## src/hdl/rcis_pkg.sv

```systemverilog
package rcis_pkg;

   localparam int MAX_RANGES = 16;
   localparam int KEY_BITS = 32;
   localparam int CNT_BITS = $clog2(MAX_RANGES + 1);

   typedef logic [KEY_BITS-1:0] key_type;
   typedef logic [CNT_BITS-1:0] cnt_type;

   typedef enum logic [1:0] {
      CMD_INSERT = 2'd0,
      CMD_POP    = 2'd1,
      CMD_REMOVE = 2'd2,
      CMD_NONE   = 2'd3
   } cmd_type;

   typedef enum logic [1:0] {
      ST_OK        = 2'd0,
      ST_EMPTY     = 2'd1,
      ST_NOT_FOUND = 2'd2,
      ST_FULL      = 2'd3
   } status_type;

   // per-cell action decided by the controller
   typedef enum logic [2:0] {
      ACT_HOLD    = 3'd0,
      ACT_SET_LO  = 3'd1,
      ACT_SET_HI  = 3'd2,
      ACT_FROM_UP = 3'd3,
      ACT_FROM_DN = 3'd4,
      ACT_LOAD    = 3'd5
   } act_type;

   typedef enum logic [1:0] {
      S_IDLE   = 2'd0,
      S_SEARCH = 2'd1,
      S_APPLY  = 2'd2,
      S_DONE   = 2'd3
   } state_type;

   // per-cell compare flags
   typedef struct packed {
      logic hi_lt_k;
      logic lo_le_k;
   } cmp_type;

   // per-cell write command
   typedef struct packed {
      act_type act;
      key_type lo;
      key_type hi;
   } cell_ctl_type;

endpackage

```

## src/hdl/rcis_cell.sv

```systemverilog
module rcis_cell (
   input  logic                   clock,
   input  rcis_pkg::cell_ctl_type ctl,
   input  rcis_pkg::key_type      key,
   input  rcis_pkg::key_type      up_lo,
   input  rcis_pkg::key_type      up_hi,
   input  rcis_pkg::key_type      dn_lo,
   input  rcis_pkg::key_type      dn_hi,
   output rcis_pkg::key_type      lo,
   output rcis_pkg::key_type      hi,
   output rcis_pkg::cmp_type      cmp
);
   import rcis_pkg::*;

   key_type lo_ff, hi_ff, lo_in, hi_in;

   // compare stored range against the key
   assign cmp.hi_lt_k = hi_ff < key;
   assign cmp.lo_le_k = lo_ff <= key;
   assign lo = lo_ff;
   assign hi = hi_ff;

   // select new contents
   always_comb begin
      lo_in = lo_ff;
      hi_in = hi_ff;
      case (ctl.act)
         ACT_HOLD: ;
         ACT_SET_LO: lo_in = ctl.lo;
         ACT_SET_HI: hi_in = ctl.hi;
         ACT_FROM_UP: begin
            lo_in = up_lo;
            hi_in = up_hi;
         end
         ACT_FROM_DN: begin
            lo_in = dn_lo;
            hi_in = dn_hi;
         end
         ACT_LOAD: begin
            lo_in = ctl.lo;
            hi_in = ctl.hi;
         end
         default: ;
      endcase
   end

   always_ff @(posedge clock) begin
      lo_ff <= lo_in;
      hi_ff <= hi_in;
   end
endmodule

```

## config.mk

```make
export PLATFORM = sky130hd
export DESIGN_NAME = rcis_cell
export DESIGN_NICKNAME = d
export VERILOG_FILES = /design/src/hdl/rcis_pkg.sv /design/src/hdl/rcis_cell.sv
export SDC_FILE = /design/constraint.sdc
export NUM_CORES = 1
export LEC_CHECK = 0
export BUFFER_PORTS_ARGS = -buffer_cell sky130_fd_sc_hd__buf_2
export CAP_MARGIN = 40
export CORE_ASPECT_RATIO = 0.9
export CORE_MARGIN = 2
export CORE_UTILIZATION = 40
export CTS_BUF_LIST = sky130_fd_sc_hd__clkbuf_4
export DETAILED_ROUTE_END_ITERATION = 7
export GPL_ROUTABILITY_DRIVEN = 0
export PLACE_DENSITY = 0.78
export SLEW_MARGIN = 20
export SYNTH_ARGS = -nofsm -noshare
export SYNTH_HDL_FRONTEND = slang
export SYNTH_SLANG_ARGS = --single-unit
```

## constraint.sdc

```tcl
create_clock -name clock -period 3.65 [get_ports clock]
set_clock_uncertainty 0.15 [all_clocks]
set_input_delay 0.365 -clock clock [delete_from_list [all_inputs] [get_ports clock]]
set_output_delay 0.365 -clock clock [all_outputs]
set_load 0.005 [all_outputs]
```

* Word level (Yosys, flattened, before mapping)
Cells that the tools add are included.
** Cells by class
- $lt $le $gt $ge :: 2
- Equal/unequal tests :: 5
- Multiplexer cells :: 2
- Reductions and logical operators :: 4
** Operators by type and width (number)
- $pmux 32 s3 :: 2
- $le 32x32->1 :: 1
- $lt 32x32->1 :: 1
- $eq 3x2->1 const B :: 2
- $eq 3x3->1 const B :: 2
- $reduce_bool 3->1 :: 2
- $reduce_or 2->1 :: 2
- $eq 3x1->1 const B :: 1
** Word-level totals
- Register bits after elaboration :: 64
- Bits of input ports :: 228
- Output and inout bits :: 66
- Word-level logic and storage cells :: 15

* Logic depth before layout (Yosys ltp)
Gate-level depths: netlist of the first run.
- Depth in word-level cells :: 3
- Depth in mapped cells :: 7

* Least setup slack after synthesis of the first run
OpenSTA, ideal clock, no wires.
- Path kind :: input -> register
- Start point :: input ctl[64] (netlist name)
- End point :: register lo_ff[0] (netlist: lo[0]) (enable)
- Arrival time :: 3.208 ns
- Required time :: 3.034 ns
- Setup slack :: -0.174 ns
- Stages on the path :: 4
- Path buffers :: 2
- Cell sequence :: buf_2 -> clkbuf_1 -> inv_1 -> o21ai_0
** On the way
- Cells in the longest elaborated chain, start to end :: 3
** RTL lines
- start, declared :: RTL line rcis_cell.sv:3 : input rcis_pkg::cell_ctl_type ctl,
- $eq 3x3->1 / $eq 3x1->1 (equally long branches) :: RTL line rcis_cell.sv:27 : case (ctl.act)
- $reduce_or 2->1 (no source line)
- $reduce_bool 3->1 (no source line) *
- end signal, assigned :: RTL line rcis_cell.sv:48 : lo_ff <= lo_in;
- end, declared :: RTL line rcis_cell.sv:15 : key_type lo_ff, hi_ff, lo_in, hi_in;
Mark *: on every way between the ends. The rest lies on a longest branch, timed or not.
A chain may end at the register's enable or synchronous reset.

==> results of run 1 <==
-- where the power goes --
group / leakage (nW) / switching (mW) / internal (mW)
Sequential: 0.620 / 0.0731 / 0.940
Clock: 0.0553 / 0.253 / 0.142
Combinational: 2.65 / 0.386 / 0.360
Total: 3.32 / 0.712 / 1.44
-- final cells by class --
type / instances / share of cell area
Multi-Input combinational cell: 328 / 0.3894
Sequential cell: 64 / 0.2991
Timing Repair Buffer: 301 / 0.2469
Tap cell: 156 / 0.03037
Inverter: 33 / 0.01928
Clock buffer: 11 / 0.01285
Clock inverter: 3 / 0.001752
Antenna cell: 1 / 0.0003894
-- layer usage --
metal | wire (µm) | up-vias | share of wire | global-route usage
li1 | - | 2311 | - | -
met5 | 0 | - | 0 | 0
met3 | 1444 | 31 | 0.086 | 0.04255
met4 | 437 | 0 | 0.026 | 0.1127
met2 | 8330 | 278 | 0.50 | 0.4630
met1 | 6598 | 2330 | 0.39 | 0.3127
-- cell usage in the layout (no fill, tap or decap), types with 4 or more instances in the layout --
| cell | Yosys | layout |
|---|---|---|
| edfxtp_1 | 64 | 64 |
| nand3_1 | 6 | 6 |
| clkbuf_4 | 0 | 11 |
| a22oi_1 | 32 | 32 |
| o21ai_1 | 19 | 19 |
| nand4_1 | 9 | 9 |
| a221o_1 | 4 | 4 |
| a22o_1 | 33 | 33 |
| a21o_1 | 34 | 34 |
| inv_1 | 33 | 33 |
| buf_4 | 4 | 5 |
| nand2_1 | 47 | 47 |
| buf_2 | 9 | 293 |
| ha_1 | 63 | 63 |
| o21ai_0 | 22 | 21 |
| a21oi_1 | 24 | 24 |
-- worst max path at each step --
stage                 start      to  slack [ps]  depth (start not counted)
finish               lo[31]  cmp[0]         680                          7
CTS                  hi[19]  cmp[1]         660                          7
global route         lo[31]  cmp[0]         540                          7
floorplan           ctl[64]   lo[0]         690                          4
detailed placement  key[19]  cmp[1]        1010                          9
global placement    key[19]  cmp[1]         920                          9
-- state kept, by name, summed over array words and instances, names as in the netlist --
name,count
hi,32
lo,32
-- per-stage QoR --
step,total power [mW],hold WS (ps)
finish,2.154,58.41
global placement,1.718,485.5
floorplan,1.386,400.2
CTS,2.163,34.21
global route,2.289,32.20
detailed placement,1.768,488.4
-- synthesized netlist by cell type, drive strengths merged (2+ instances only) --
library cell and count:
edfxtp 64, ha 63, nand2 49, o21ai 42, a21o 34, a22o 33
inv 33, a22oi 32, a21oi 24, buf 19, nand4 9, clkbuf 6
nand3 6, nor2 6, a221o 4, and4 3, nor2b 3, a2111oi 2
and3 2, nand2b 2, nor3 2, nor4 2, o211ai 2
-- cell families after synthesis --
family                     count (synthesis)
AOI/OAI and AO/OA                        179
xor gates and xnor gates                   1
adders and majority gates                 63
buffers and inverters                     58
DFF                                       64
and+or+nand+nor                           85
==> results.ini, run 1 <==
[logic_synthesis]
ys_seq_area_frac = 0.4110
avgSynthCellArea_um2 = 10.39
synth_xor_xnor_area_share = 0.001873
synthAdderAreaFrac = 0.1686
synth_enable_flop_cells = 64
synth_top_cell_by_area = edfxtp_1
synth_cell_types = 40
syn_inst = 450
async_reset_ff_frac = 0
synth_flop_cell = edfxtp_1
synth_mux_area_frac = 0
ys.warnings.count = 0
synth_top_area_share = 0.4110
synth_top_family_by_area = compound AO/OA/AOI/OAI gates
yosys_register_bits = 64
synth_simple_gate_area_frac = 0.09018
synth_area_um2 = 4676
syn-num-nets = 741
synth_compound_area_frac = 0.2665
synth_area_leaders = edfxtp_1 (41%), ha_1 (17%), a22o_1 (6.2%)

[floorplan]
die_x_um = 118.0
dieHeight_um = 106.6
ioPinCount = 294
core_region_area_um2 = 11430
start_util = 0.4089
die_area_um2 = 12570
row_count = 37

[clocking]
cts_tree = built
h-tree-depth = 3
clk_pin_slew_ps = 110
cts.sinks = 64
clockBufferDepth = 2
cts_buffers = 9
postCtsHoldBufs = 0
post_cts_buffers = 0
root_buffer = clkbuf_4
cts_resized = 0

[timing]
hold_viol = 0
slew_headroom = 0.4352
drv_slew = 0
fin_crit_sh = 0.8136
worst_pin_slew_ps = 845.2
worst_slack_ps = 680.3
setup_violations = 0
rsz0062_at_grt = no
fmax_mhz = 336.7
fin_crit_ps = 2970
tns_ps = 0

[pwr]
vdd_ir_drop_max_mv = 0.1314
p_leak_nw = 3.320
cellPowerDensity_nw_per_um2 = 335.2

[worst_hold_path]
hold_path_depth = 2
min_to = hi[26]
hold_class = input pin to register
hp-start = up_hi[26]

[finish]
syn_to_final_growth_pct = 37.44
final_area_um2 = 6426
fin_cells = 897
drive_gt1_frac = 0.4351
multi_input_area_um2 = 2502
nFillCells = 1029
nets = 1028
register_area_um2 = 1922
fin_util = 0.5620

[detailed_routing]
vias_per_cell = 5.518
via_count = 4950
drc = 0
ant_nets = 0
wl_um = 16810
drt_first_pass_iters = 5
drtIter0Drc = 424
post_drt_wl_per_cell_um = 18.74

[place]
io_buffers = 293
placed_cell_area_um2 = 6302
place_ws_ps = 1005
place_hpwl_um = 13550
placed_cells = 881

[grt]
grt_pass1_vias = 5018
grt_pass1_wl_um = 25160
grt.overflow.total = 0
antenna_found_initial = 0
grt_usage = 0.2603
grt_max_degree = 33

[outcome]
status = finished, final reports clean

[setup_path]
slowest_stage = edfxtp_1
cp_top_family = simple AND/OR/NAND/NOR gates
slowest_delay_ps = 460
critical_path.max_fanout = 3
startpoint_type = register
worstSetupPathType = register to output port
critical_path_required_ps = 3130
path_buf_inv = 1
cp-end-kind = output port
cp.arrival_ps = 2450
cp_cell_sequence = ha_1 -> nand4_1 -> nor3_1 -> and3_1 -> o31ai_1 -> a22o_1 -> buf_2

[flow_run]
cap_violations = 0

No activity file was read; power rests on OpenSTA's default activity.
==> run 2, diff against run 1 <==
--- a/config.mk
+++ b/config.mk
@@ -7,13 +7,12 @@
 export LEC_CHECK = 0
 export BUFFER_PORTS_ARGS = -buffer_cell sky130_fd_sc_hd__buf_2
 export CAP_MARGIN = 40
-export CORE_ASPECT_RATIO = 0.9
-export CORE_MARGIN = 2
-export CORE_UTILIZATION = 40
+export CORE_AREA = 2 2 115 117
 export CTS_BUF_LIST = sky130_fd_sc_hd__clkbuf_4
 export DETAILED_ROUTE_END_ITERATION = 7
+export DIE_AREA = 0 0 117 119
 export GPL_ROUTABILITY_DRIVEN = 0
-export PLACE_DENSITY = 0.78
+export PLACE_DENSITY = 0.7
 export SLEW_MARGIN = 20
 export SYNTH_ARGS = -nofsm -noshare
 export SYNTH_HDL_FRONTEND = slang
==> constraint.sdc (replaced) <==
create_clock -name clock -period 2.8 [get_ports clock]
set_clock_uncertainty 0.15 [all_clocks]
set_input_delay 0.28 -clock clock [delete_from_list [all_inputs] [get_ports clock]]
set_output_delay 0.28 -clock clock [all_outputs]
set_load 0.005 [all_outputs]
==> run 2 against run 1 <==
Net effect: first-iteration DRC count fell by 43%; cell area rose by 11%; final cell count rose by 8.5%; global-route usage fell by 1.2 points; critical path depth did not move; die area rose by 11%; sequential share of layout area fell by 2.9 points; non-clock buffer count rose by 54; via count rose by 4.2%; hold slack got worse by 37 ps.
==> results.ini, run 2 (synthesis gave the netlist of run 1 again) <==
[detailed_routing]
drc = 0  ; unchanged
drtIter0Drc = 241  ; -43%
ant_nets = 0  ; unchanged
drt_first_pass_iters = 7  ; +2
vias_per_cell = 5.301  ; -3.9%
via_count = 5158  ; +4.2%
post_drt_wl_per_cell_um = 18.45  ; -1.6%
wl_um = 17950  ; +6.8%

[clocking]
cts_buffers = 9  ; unchanged
h-tree-depth = 3  ; unchanged
root_buffer = clkbuf_4
clockBufferDepth = 2  ; unchanged
cts_tree = built
cts.sinks = 64  ; unchanged
clk_pin_slew_ps = 130  ; +20 ps

[grt]
grt.overflow.total = 0  ; unchanged
grt_max_degree = 33  ; unchanged
grt_pass1_vias = 5279  ; +5.2%
grt_usage = 0.2479  ; -0.01244
grt_pass1_wl_um = 26100  ; +3.8%
antenna_found_initial = 1  ; +1

[finish]
syn_to_final_growth_pct = 52.37
nets = 1082  ; +5.3%
drive_gt1_frac = 0.4322  ; -0.002974
most-common-layout-cells = buf_2 (293), edfxtp_1 (64), ha_1 (57)
final_common_cell = buf_2
fin_cells = 973  ; +8.5%

[floorplan]
die_x_um = 117  ; -0.82%
start_util = 0.3632  ; -0.04574
row_count = 42  ; +14%
core_region_area_um2 = 12870  ; +13%
die_area_um2 = 13920  ; +11%
ioPinCount = 294  ; unchanged
dieHeight_um = 119  ; +12%

[flow_run]
cap_violations = 0  ; unchanged

[worst_hold_path]
hold_class = input pin to register
hp-start = up_lo[3]

[setup_path]
startpoint_type = register
critical_path.max_fanout = 2  ; -1
slowest_delay_ps = 420  ; -40 ps
cp.arrival_ps = 2340  ; -110 ps
cp-end-kind = output port
cp_top_family = compound AO/OA/AOI/OAI gates
cp_cell_sequence = ha_1 -> and3_1 -> a221o_1 -> a31oi_1 -> o211ai_1 -> a21oi_1 -> buf_2
critPathLaunch = hi[5]
path_buf_inv = 1  ; unchanged
worstSetupPathType = register to output port
critical_path_required_ps = 2370  ; -760 ps
slowest_stage = edfxtp_1

[place]
io_buffers = 293  ; unchanged
place_ws_ps = 397.5  ; -607.7 ps
placed_cells = 905  ; +2.7%
place_hpwl_um = 13910  ; +2.7%

[timing]
tns_ps = 0  ; unchanged
worst_slack_ps = 34.91  ; -645.4 ps
fmax_mhz = 361.7
setup_violations = 0  ; unchanged
worst_pin_slew_ps = 821.2  ; -23.99 ps
rsz0062_at_grt = yes
slew_headroom = 0.4512  ; +0.01603
drv_slew = 0  ; unchanged
fin_crit_ps = 2765
hold_viol = 0  ; unchanged
fin_crit_sh = 0.9875

[pwr]
p_leak_nw = 3.579  ; +7.8%
cellPowerDensity_nw_per_um2 = 452.1  ; +35%
vdd_ir_drop_max_mv = 0.2321  ; +77%

[outcome]
status = finished, final reports clean

## run 2: changes by cell type in the layout (fill, tap and decap cells not counted), moves of 4 or more
| cell | change |
|---|---|
| dlygate4sd3_1 | +47 |
| buf_4 | +7 |
| ha_1 | -6 |
| ha_4 | +6 |
| o21ai_0 | -4 |
| o21ai_1 | +4 |
## run 2: layout make-up
class / instances / area, µm²
diodes: 1 / 2.502
clock buffers: 10 / 75.07
clock inverters: 6 / 107.6
fillers: 1102 / 5751
inverters: 33 / 123.9
multi-input cells: 328 / 2591
flip-flops and latches: 64 / 1922
well taps: 176 / 220.2
repair buffers: 355 / 2082
## run 2: tightest hold or removal path: cells and delay by family
family          cells  cell delay (ps)
buf+inv             1               80
compound gates      1               70
simple gates        1               40
## run 2: repair_timing
action / 4_1_cts / 5_1_grt
pin swaps: 3 / 7
resized for setup: 4 / 11
setup buffers: 0 / 4
hold buffers: 44 / 3
hold endpoints to repair: 44 / 3
endpoints found under the setup margin: 2 / 2
## run 2: path summary, 6_finish.rpt
check,end,slack (ps),depth (start not counted)
worst max-delay path,cmp[1],30,7
worst min-delay path,lo[3],20,3
## run 2: where the power goes
part / leakage, nW / switching (mW) / internal, mW
clock network: 0.0964 / 0.354 / 0.459
logic: 2.86 / 0.543 / 0.541
registers: 0.620 / 0.0979 / 1.22
total: 3.58 / 0.995 / 2.23
## run 2: routing by layer
layer | vias up | track usage | routed length [µm] | share of wire
li1 | 2420 | - | - | -
met3 | 42 | 0.05089 | 1210 | 0.067
met5 | - | 0 | 0 | 0
met1 | 2459 | 0.2944 | 7100 | 0.40
met4 | 0 | 0.08235 | 437 | 0.024
met2 | 237 | 0.4400 | 9200 | 0.51
## run 2: per-stage QoR
stage	area, µm²	utilization	hold WS, ps	power [mW]
6_report	7124	0.5534	21.69	3.221
5_1_grt	7124	0.5534	0.6907	3.407
2_1_floorplan	4679	-	315.2	1.807
3_5_place_dp	6345	0.4928	403.7	2.318
3_3_place_gp	6330	0.4916	402.6	2.269
4_1_cts	6978	0.5420	2.911	3.177
==> run 3, diff against run 2 <==
--- a/config.mk
+++ b/config.mk
@@ -12,6 +12,7 @@
 export DETAILED_ROUTE_END_ITERATION = 7
 export DIE_AREA = 0 0 117 119
 export GPL_ROUTABILITY_DRIVEN = 0
+export GPL_TIMING_DRIVEN = 0
 export PLACE_DENSITY = 0.7
 export SLEW_MARGIN = 20
 export SYNTH_ARGS = -nofsm -noshare
==> run 3 against run 2 <==
Net effect: sequential power about the same; non-clock buffer count increased by 28; clock power decreased by 32%; first-iteration DRC count increased by 5.8%; combinational power increased by 5%; via count increased by 1.8%; highest routed layer is now met5.
==> results.ini, run 3 (synthesis gave the netlist of run 1 again) <==
[pwr]
clockPowerShare = 0.185  ; -0.068
cellPowerDensity_nw_per_um2 = 411.5  ; -9.0%
p_switching_mw = 1.001  ; +0.59%
vdd_ir_drop_max_mv = 0.1475  ; -36%
internal-power_mw = 2.002  ; -10%
p_comb_frac = 0.375  ; +0.038
p_leak_nw = 3.663  ; +2.4%
swShare = 0.3334  ; +0.02436
seqPwrFrac = 0.440  ; +0.029

[clocking]
cts_tree = built
cts.sinks = 64  ; unchanged
root_buffer = clkbuf_4
clk_pin_slew_ps = 100  ; -30 ps
clockBufferDepth = 2  ; unchanged
h-tree-depth = 3  ; unchanged
cts_buffers = 9  ; unchanged

[setup_path]
cp.arrival_ps = 2340  ; about the same
cp_top_family = compound AO/OA/AOI/OAI gates
cp_cell_sequence = ha_1 -> and3_4 -> a221o_1 -> a31oi_2 -> o211ai_1 -> a21oi_1 -> buf_2
critical_path.max_fanout = 2  ; unchanged
path_buf_inv = 1  ; unchanged
startpoint_type = register
slowest_stage = edfxtp_1
critical_path_required_ps = 2370  ; about the same
cp-end-kind = output port
worstSetupPathType = register to output port
slowest_delay_ps = 420  ; about the same

[timing]
worst_slack_ps = 33.26  ; -1.655 ps
slew_headroom = 0.5508  ; +0.09960
fmax_mhz = 361.4  ; about the same
fin_crit_sh = 0.9881  ; about the same
hold_viol = 0  ; unchanged
tns_ps = 0  ; unchanged
fin_crit_ps = 2767  ; +1.655 ps
rsz0062_at_grt = yes
drv_slew = 0  ; unchanged
setup_violations = 0  ; unchanged
worst_pin_slew_ps = 673.7  ; -147.4 ps
holdWs_ps = 12.00  ; -9.690 ps

[worst_hold_path]
min_to = lo[0]
hp-start = up_lo[0]
hold_class = input pin to register
hold_path_depth = 3  ; unchanged

[finish]
nets = 1110  ; +2.6%
syn_to_final_growth_pct = 56.09
fin_cells = 999  ; +2.7%
most-common-layout-cells = buf_2 (300), edfxtp_1 (64), ha_1 (56)
final_common_cell = buf_2
drive_gt1_frac = 0.4404  ; +0.008228
final_area_um2 = 7298  ; +2.4%

[detailed_routing]
drtIter0Drc = 255  ; +5.8%
drt_first_pass_iters = 6  ; -1
wl_um = 18260  ; +1.7%
vias_per_cell = 5.258  ; -0.81%
post_drt_wl_per_cell_um = 18.27  ; -0.93%
via_count = 5253  ; +1.8%
ant_nets = 0  ; unchanged
drc = 0  ; unchanged

[grt]
grt_usage = 0.2541  ; +0.006203
grt_pass1_wl_um = 26600  ; +1.9%
antenna_found_initial = 2  ; +1
grt_pass1_vias = 5333  ; +1.0%
grt.overflow.total = 0  ; unchanged
grt_max_degree = 22  ; -33%

[floorplan]
ioPinCount = 294  ; unchanged
dieHeight_um = 119  ; unchanged
row_count = 42  ; unchanged
die_x_um = 117  ; unchanged
core_region_area_um2 = 12870  ; unchanged
die_area_um2 = 13920  ; unchanged
start_util = 0.3632  ; unchanged

[place]
placed_cells = 919  ; +1.5%
place_ws_ps = 273.6  ; -123.9 ps
placed_cell_area_um2 = 6437  ; +1.5%
io_buffers = 291  ; -0.68%
place_hpwl_um = 14090  ; +1.3%

[outcome]
status = finished, final reports clean

[flow_run]
cap_violations = 0  ; unchanged

-- run 3: cell count changes in the layout (fill, tap and decap cells not counted), sizes merged --
cell	delta
dlygate4sd3	+6
clkbuf	+8
buf	+16
bufinv	-3
clkinvlp	-1
-- run 3: area by class of cell --
cell class / count / area [µm²]
inverter: 33 / 123.9
fill: 1053 / 5577
clock inverter: 2 / 8.758
multi-input combinational: 328 / 2634
buffer: 25 / 165.2
sequential: 64 / 1922
antenna: 1 / 2.502
clock buffer: 12 / 90.09
timing repair buffer: 358 / 2132
tap: 176 / 220.2
-- run 3: per-stage QoR --
step	power, mW	util
after floorplan	1.807	-
after global placement	2.268	0.4937
after detailed placement	2.331	0.5000
after CTS	2.952	0.5532
after global routing	3.181	0.5669
final	3.003	0.5669
-- run 3: how the worst max path moves through the flow --
stage	cells after the start	end	slack, ps	startpoint
after global routing	7	cmp[1]	-100	hi[5]
after floorplan	2	hi[0]	220	ctl[65]
after CTS	7	cmp[1]	5	hi[6]
after global placement	2	hi[19]	-690	ctl[65]
final	7	cmp[1]	30	hi[5]
after detailed placement	9	cmp[1]	270	key[19]
-- run 3: power by group through the flow --
stage | clock network, mW | registers [mW] | logic (mW)
floorplan | 0 | 1.33 | 0.480
global placement | 0 | 1.34 | 0.929
detailed placement | 0 | 1.34 | 0.992
finish | 0.555 | 1.32 | 1.13
CTS | 0.557 | 1.31 | 1.08
global route | 0.598 | 1.33 | 1.25
-- run 3: routing by layer --
metal	track usage	share of wire	routed length, µm
met2	0.4603	0.52	9448
met3	0.04122	0.059	1084
met1	0.2925	0.39	7174
met4	0.1022	0.029	536
met5	0	0.00071	13
-- run 3: what timing repair did --
| item | CTS | global route |
|---|---|---|
| hold buffers | 52 | 1 |
| hold endpoints to repair | 52 | 1 |
| resized for setup | 7 | 13 |
| pin swaps | 4 | 9 |
| buffers inserted | 4 | 8 |
| setup endpoints to repair | 2 | 2 |
| cloned | 0 | 0 |
